==> src/hdl/ufm_pkg.sv <==
// Shared types and constants for the union-find merge block.
package ufm_pkg;

  // Fixed field widths
  localparam int ELEM_W           = 10;
  localparam int RANK_W           = 4;
  localparam int DEF_NUM_ELEMENTS = 1024;

  // Controller states
  typedef enum logic [2:0] {
    ST_CLEAR,
    ST_IDLE,
    ST_CLIMB,
    ST_COMP,
    ST_CMP,
    ST_RANK_A,
    ST_RANK_B,
    ST_DONE
  } ufm_state_e;

  // Parent memory read address source
  typedef enum logic [1:0] {
    RD_A,
    RD_B,
    RD_X,
    RD_NEXT
  } ufm_rd_sel_e;

  // Rank memory read address source
  typedef enum logic {
    RK_RA,
    RK_ROOT
  } ufm_rk_sel_e;

  // Commands from controller to datapath
  typedef struct packed {
    logic        clr_en;
    logic        load_en;
    ufm_rd_sel_e rd_sel;
    logic        x_ld;
    logic        root_ld;
    logic        ra_ld;
    logic        comp_wr;
    ufm_rk_sel_e rk_sel;
    logic        rank_a_ld;
    logic        link_en;
  } ufm_cmd_t;

  // Status from datapath to controller
  typedef struct packed {
    logic clr_done;
    logic in_range;
    logic root_hit;
    logic at_start;
    logic next_is_root;
    logic same_root;
  } ufm_stat_t;

endpackage

==> src/hdl/ufm_ctrl.sv <==
// Controller: sequences clearing, root walks, compression, link and result.
module ufm_ctrl import ufm_pkg::*; (
  input  logic      clk_i,
  input  logic      rst_ni,
  input  logic      in_valid_i,
  output logic      in_ready_o,
  output logic      out_valid_o,
  input  logic      out_ready_i,
  output logic      joined_o,
  input  ufm_stat_t stat_i,
  output ufm_cmd_t  cmd_o
);

  ufm_state_e state_q, state_d;
  logic       phase_q, phase_d;     // 0: walking from a, 1: walking from b
  logic       res_q, res_d;
  logic       out_valid_q, out_valid_d;
  logic       out_joined_q, out_joined_d;
  logic       out_free;

  assign out_free = !out_valid_q || out_ready_i;

  // Next state
  always_comb begin
    state_d = state_q;
    case (state_q)
      ST_CLEAR: begin
        if (stat_i.clr_done) state_d = ST_IDLE;
      end
      ST_IDLE: begin
        if (in_valid_i) state_d = stat_i.in_range ? ST_CLIMB : ST_DONE;
      end
      ST_CLIMB: begin
        if (stat_i.root_hit) begin
          if (!stat_i.at_start) state_d = ST_COMP;
          else if (phase_q)     state_d = ST_CMP;
        end
      end
      ST_COMP: begin
        if (stat_i.next_is_root) state_d = phase_q ? ST_CMP : ST_CLIMB;
      end
      ST_CMP: begin
        state_d = stat_i.same_root ? ST_DONE : ST_RANK_A;
      end
      ST_RANK_A: state_d = ST_RANK_B;
      ST_RANK_B: state_d = ST_DONE;
      ST_DONE: begin
        if (out_free) state_d = ST_IDLE;
      end
      default: state_d = ST_CLEAR;
    endcase
  end

  // Outputs and commands
  always_comb begin
    cmd_o        = '0;
    cmd_o.rd_sel = RD_NEXT;
    cmd_o.rk_sel = RK_RA;
    in_ready_o   = 1'b0;
    phase_d      = phase_q;
    res_d        = res_q;
    out_valid_d  = out_valid_q && !out_ready_i;
    out_joined_d = out_joined_q;
    case (state_q)
      ST_CLEAR: cmd_o.clr_en = 1'b1;
      ST_IDLE: begin
        in_ready_o   = 1'b1;
        cmd_o.rd_sel = RD_A;
        if (in_valid_i) begin
          cmd_o.load_en = 1'b1;
          cmd_o.x_ld    = 1'b1;
          phase_d       = 1'b0;
          res_d         = 1'b0;
        end
      end
      ST_CLIMB: begin
        if (stat_i.root_hit) begin
          cmd_o.root_ld = 1'b1;
          cmd_o.ra_ld   = !phase_q;
          if (!stat_i.at_start) begin
            cmd_o.rd_sel = RD_X;
          end else if (!phase_q) begin
            cmd_o.rd_sel = RD_B;
            cmd_o.x_ld   = 1'b1;
            phase_d      = 1'b1;
          end
        end
      end
      ST_COMP: begin
        cmd_o.comp_wr = 1'b1;
        if (stat_i.next_is_root && !phase_q) begin
          cmd_o.rd_sel = RD_B;
          cmd_o.x_ld   = 1'b1;
          phase_d      = 1'b1;
        end
      end
      ST_CMP: begin
        cmd_o.rk_sel = RK_RA;
        res_d        = 1'b0;
      end
      ST_RANK_A: begin
        cmd_o.rk_sel    = RK_ROOT;
        cmd_o.rank_a_ld = 1'b1;
      end
      ST_RANK_B: begin
        cmd_o.link_en = 1'b1;
        res_d         = 1'b1;
      end
      ST_DONE: begin
        if (out_free) begin
          out_valid_d  = 1'b1;
          out_joined_d = res_q;
        end
      end
      default: ;
    endcase
  end

  always_ff @(posedge clk_i or negedge rst_ni) begin
    if (!rst_ni) begin
      state_q     <= ST_CLEAR;
      phase_q     <= 1'b0;
      out_valid_q <= 1'b0;
    end else begin
      state_q     <= state_d;
      phase_q     <= phase_d;
      out_valid_q <= out_valid_d;
    end
  end

  always_ff @(posedge clk_i) begin
    res_q        <= res_d;
    out_joined_q <= out_joined_d;
  end

  assign out_valid_o = out_valid_q;
  assign joined_o    = out_joined_q;

endmodule

==> config.mk <==
export PLATFORM = sky130hd
export DESIGN_NAME = ufm_ctrl
export DESIGN_NICKNAME = d
export VERILOG_FILES = /design/src/hdl/ufm_pkg.sv /design/src/hdl/ufm_ctrl.sv
export SDC_FILE = /design/constraint.sdc
export NUM_CORES = 1
export LEC_CHECK = 0
export ABC_AREA = 1
export BUFFER_PORTS_ARGS = -buffer_cell sky130_fd_sc_hd__buf_2
export CORE_AREA = 2 2 39 41
export CTS_BUF_LIST = sky130_fd_sc_hd__clkbuf_8
export DETAILED_ROUTE_END_ITERATION = 10
export DIE_AREA = 0 0 41 43
export GPL_ROUTABILITY_DRIVEN = 0
export MAX_ROUTING_LAYER = met4
export PLACE_DENSITY = 0.82
export SLEW_MARGIN = 20
export SYNTH_ARGS = -nofsm -noshare
export SYNTH_HDL_FRONTEND = slang
export SYNTH_SLANG_ARGS = --single-unit
==> constraint.sdc <==
create_clock -name clk_i -period 2.1 [get_ports clk_i]
set_clock_uncertainty 0.1 [all_clocks]
set_input_delay 0.105 -clock clk_i [delete_from_list [all_inputs] [get_ports clk_i]]
set_output_delay 0.105 -clock clk_i [all_outputs]
set_load 0.02 [all_outputs]
# [Word-level counts from Yosys, hierarchy flattened]
# Index checks and enable logic that the tools add are counted.
[word_totals] ff_bits=7 input_bits=10 output_inout_bits=14 wordCells=66
[op_classes] eq_ne=15 muxes=33 reduce_logical=13
[ops] operator="3-bit two-way mux" count=11
[ops] operator="3-bit case mux with 8 select lines" count=1
[ops] operator="1-bit two-way mux" count=14
[ops] operator="2-bit inequality test, second input constant" count=7
[ops] operator="3-bit equality test, second input constant" count=4
[ops] operator="3-bit case mux with 3 select lines" count=1
[ops] operator="3-bit by 2-bit equality test with 1-bit output, second input constant" count=2
[ops] operator="2-bit two-way mux" count=3
[ops] operator="1-bit case mux with 3 select lines" count=2
[ops] operator="6-bit AND reduction" count=1
[ops] operator="3-bit nonzero test" count=2
[ops] operator="5-bit two-way mux" count=1
[ops] operator="5-bit AND reduction" count=1
[ops] operator="2-bit AND reduction" count=2
[ops] operator="3-bit by 1-bit equality test with 1-bit output, second input constant" count=1
[ops] operator="1-bit zero test" count=3
[ops] operator="3-bit zero test" count=1
[ops] operator="3-bit inequality test, second input constant" count=1
[ops] operator="1-bit logical AND" count=2
[ops] operator="1-bit logical OR" count=1

# [Longest topological paths before layout]
[depth] ltp_word=4 ltp_mapped=10 mapped_depth_nobuf=9

# [Worst setup path after synthesis]
# Ideal clock, no wire load.
[synth_path] path_type="register to output" start="reg state_q[2]" end="out cmd_o[6] (netlist name)" arrival_time_ns=1.331 required_time_ns=1.895 setup_slack_ns=0.564 stages_incl_launch_ff=7 cell_sequence="dfrtp_1 -> buf_6 -> inv_2 -> nand3_1 -> nor2_1 -> a31oi_1 -> o21ai_0"
[synth_lines] element="start, declared" line_no="ufm_ctrl.sv:14" rtl="ufm_state_e state_q, state_d;"
[synth_lines] element="start signal, assigned" line_no="ufm_ctrl.sv:125" rtl="state_q <= state_d;"
[synth_lines] element="end, declared" line_no="ufm_ctrl.sv:11" rtl="output ufm_cmd_t cmd_o"

==> flow_metrics.tcl <==
set metrics [dict create \
    status "finished clean" \
    drtIter0Drc 22 \
    ys_seq_elements 7 \
    seq_area_frac_synth_pct 30.0 \
    crit_slowest_cell "dfrtp_1" \
    viasPerCell 4.95 \
    grtUsageTotal_pct 19.0 \
    rrSetupSlack_ns 0.56 \
    tns_ns 0 \
    h-tree-depth 1 \
    diodes 0 \
    cts_tree "built" \
    path_buf_inv 2 \
    dr_total_vias 718 \
    cp_cell_sequence "inv_2 -> nand2_1 -> nor2_1 -> o21ai_0 -> nand3_1 -> buf_2" \
    hold_violations 0 \
    ioPinCount 24 \
    drive_gt1_share_pct 24.8 \
    setup_violations 0 \
    wl_per_cell_um 9.78 \
    max_cap_violations 0 \
    hp-start "out_ready_i" \
    r2r_cells 7 \
    cp_max_fo 8 \
    power.density_mw_per_mm2 1630 \
    static-leakage-power_uw 0.000486 \
    syn-cell-area_sq_um 617 \
    ant_nets 0 \
    hold_path_end "out_valid_o" \
    antenna_found_initial 0 \
    fin_util_pct 56.5 \
    rr_startpoint "state_q[2]" \
    clock_path_buffers 2 \
    end_kind "output port" \
    numPortBuffers 23 \
    rsz0062_at_grt "no" \
    place_hpwl_um 1120 \
    cts.sinks 7 \
    slew_violations 0 \
    synth_fp_nets 114 \
    ys_warn_count 0 \
    insertion_delay_ns 0.23 \
    cts_resized 0 \
    final_nets 140 \
    startpoint_type "register" \
    final_common_cell "nand2_1" \
    timing.fmax_mhz 569 \
    power_uw 1270 \
    route.detailed.drc 0 \
    crit_family "flip-flops" \
    grt-ovfl-total 0 \
    whs_ns 0.0259 \
    grt_max_degree 9 \
    ys_types 17 \
    dieHeight_um 43 \
    clk_pin_slew_ns 0.04 \
    path_class "reg2out" \
    hold_depth 2 \
    hp-class "in2reg" \
    place_inst 140 \
    dieArea_sq_mm 0.00176 \
    syn_area_per_cell_sq_um 5.93 \
    cp.arrival_ns 1.55 \
    syn_inst 104 \
    grt_pass1_wl_um 2280 \
    cts_root_buf "clkbuf_8" \
    min_period_ns 1.76 \
    mostFrequentLayoutCells "nand2_1, buf_2, nor2_1" \
    tightest_slew_ns 0.368 \
    synthToLayoutAreaGrowth_pct 26.8 \
    dr.pass1.iters 4 \
    die_x_um 41 \
    slew_headroom_pct 75.5 \
    peakVddDrop_uv 668 \
    final_cell_count_no_fill 145 \
    num_rows 14 \
    initial_core_util_pct 44.6 \
    coreArea_sq_mm 0.00138 \
    first_global_vias 603 \
    nFillCells 149 \
    max_stage_delay_ns 0.50 \
    cp.required_ns 1.89 \
    period_share_pct 83.6 \
    numCtsBuffers 3 \
    totalWireLength_um 1420 \
    timing.rr.end "state_q[0]" \
]
==> layout make-up <==
cell class	instances	area (sq um)	area share (%)
timing repair buffer	24	125	16.0
inverter	20	75.1	9.60
clock buffer	3	41.3	5.28
sequential	7	185	23.7
multi-input combinational	74	330	42.2
clock inverter	1	5.00	0.640
tap	16	20.0	2.56
==> registers in the layout, indices dropped and copies added, names as in the netlist <==
signal / count
joined_o: 1
phase_q: 1
out_valid_o: 1
state_q: 3
res_q: 1
==> synth_stat cells (all sizes together) <==
cell | count | area (sq um)
dfrtp | 5 | 125
nand3 | 9 | 45.0
edfxtp | 2 | 60.1
o2111ai | 1 | 8.76
o211ai | 1 | 7.51
inv | 20 | 75.1
o21ai | 5 | 25.0
a31oi | 1 | 6.26
nand2 | 31 | 119
a21oi | 3 | 15.0
nor3 | 2 | 10.0
buf | 3 | 26.3
nor2 | 21 | 93.8
==> worst max path at each step <==
stage,start,end,slack (ns),depth (start not counted)
after floorplan,state_q[2],cmd_o[6],0.56,6
after global placement,state_q[2],phase_q,0.61,9
after detailed placement,state_q[2],phase_q,0.59,9
after CTS,state_q[2],cmd_o[7],0.36,6
after global routing,state_q[2],cmd_o[7],0.21,6
final,state_q[2],cmd_o[8],0.34,6
==> worst reg2reg max path: stages (launching register included) <==
cell and delay (ns):
dfrtp_1 0.50, inv_2 0.16, nand3_1 0.21, nor2_1 0.19, inv_1 0.09, nand3_1 0.09
nand3_1 0.07, nand2_1 0.07
==> metrics by stage <==
step / setup WS (ns) / area (sq um)
after floorplan: 0.564 / 617
after global placement: 0.606 / 726
after detailed placement: 0.588 / 726
after CTS: 0.356 / 782
after global routing: 0.209 / 782
final: 0.344 / 782
==> layer usage <==
metal	vias up	GRT usage, %	wire [um]
met5	-	-	0
met4	0	2.00	0
met3	0	6.28	133
met2	35	30.3	706
met1	312	23.6	578
li1	371	-	-
==> timing repair <==
item / in CTS / in global routing
hold buffers: 1 / 0
endpoints found under the hold margin: 5 / 0
buffers inserted: 0 / 0
==> logic make-up (layout without fill, tap and decap cells) <==
logic type,Yosys count,in the layout,synth area share (%)
AOI/OAI and AO/OA,11,11,10.1
and+or+nand+nor,63,63,43.4
buffers and inverters,23,48,16.4
DFF,7,7,30.0
==> power breakdown <==
group	total, uW	internal (uW)	switching [uW]
clock network	188	128	59.2
registers	282	205	76.5
logic	803	264	539
total	1270	598	675
Power figures use the tool's default switching activity.
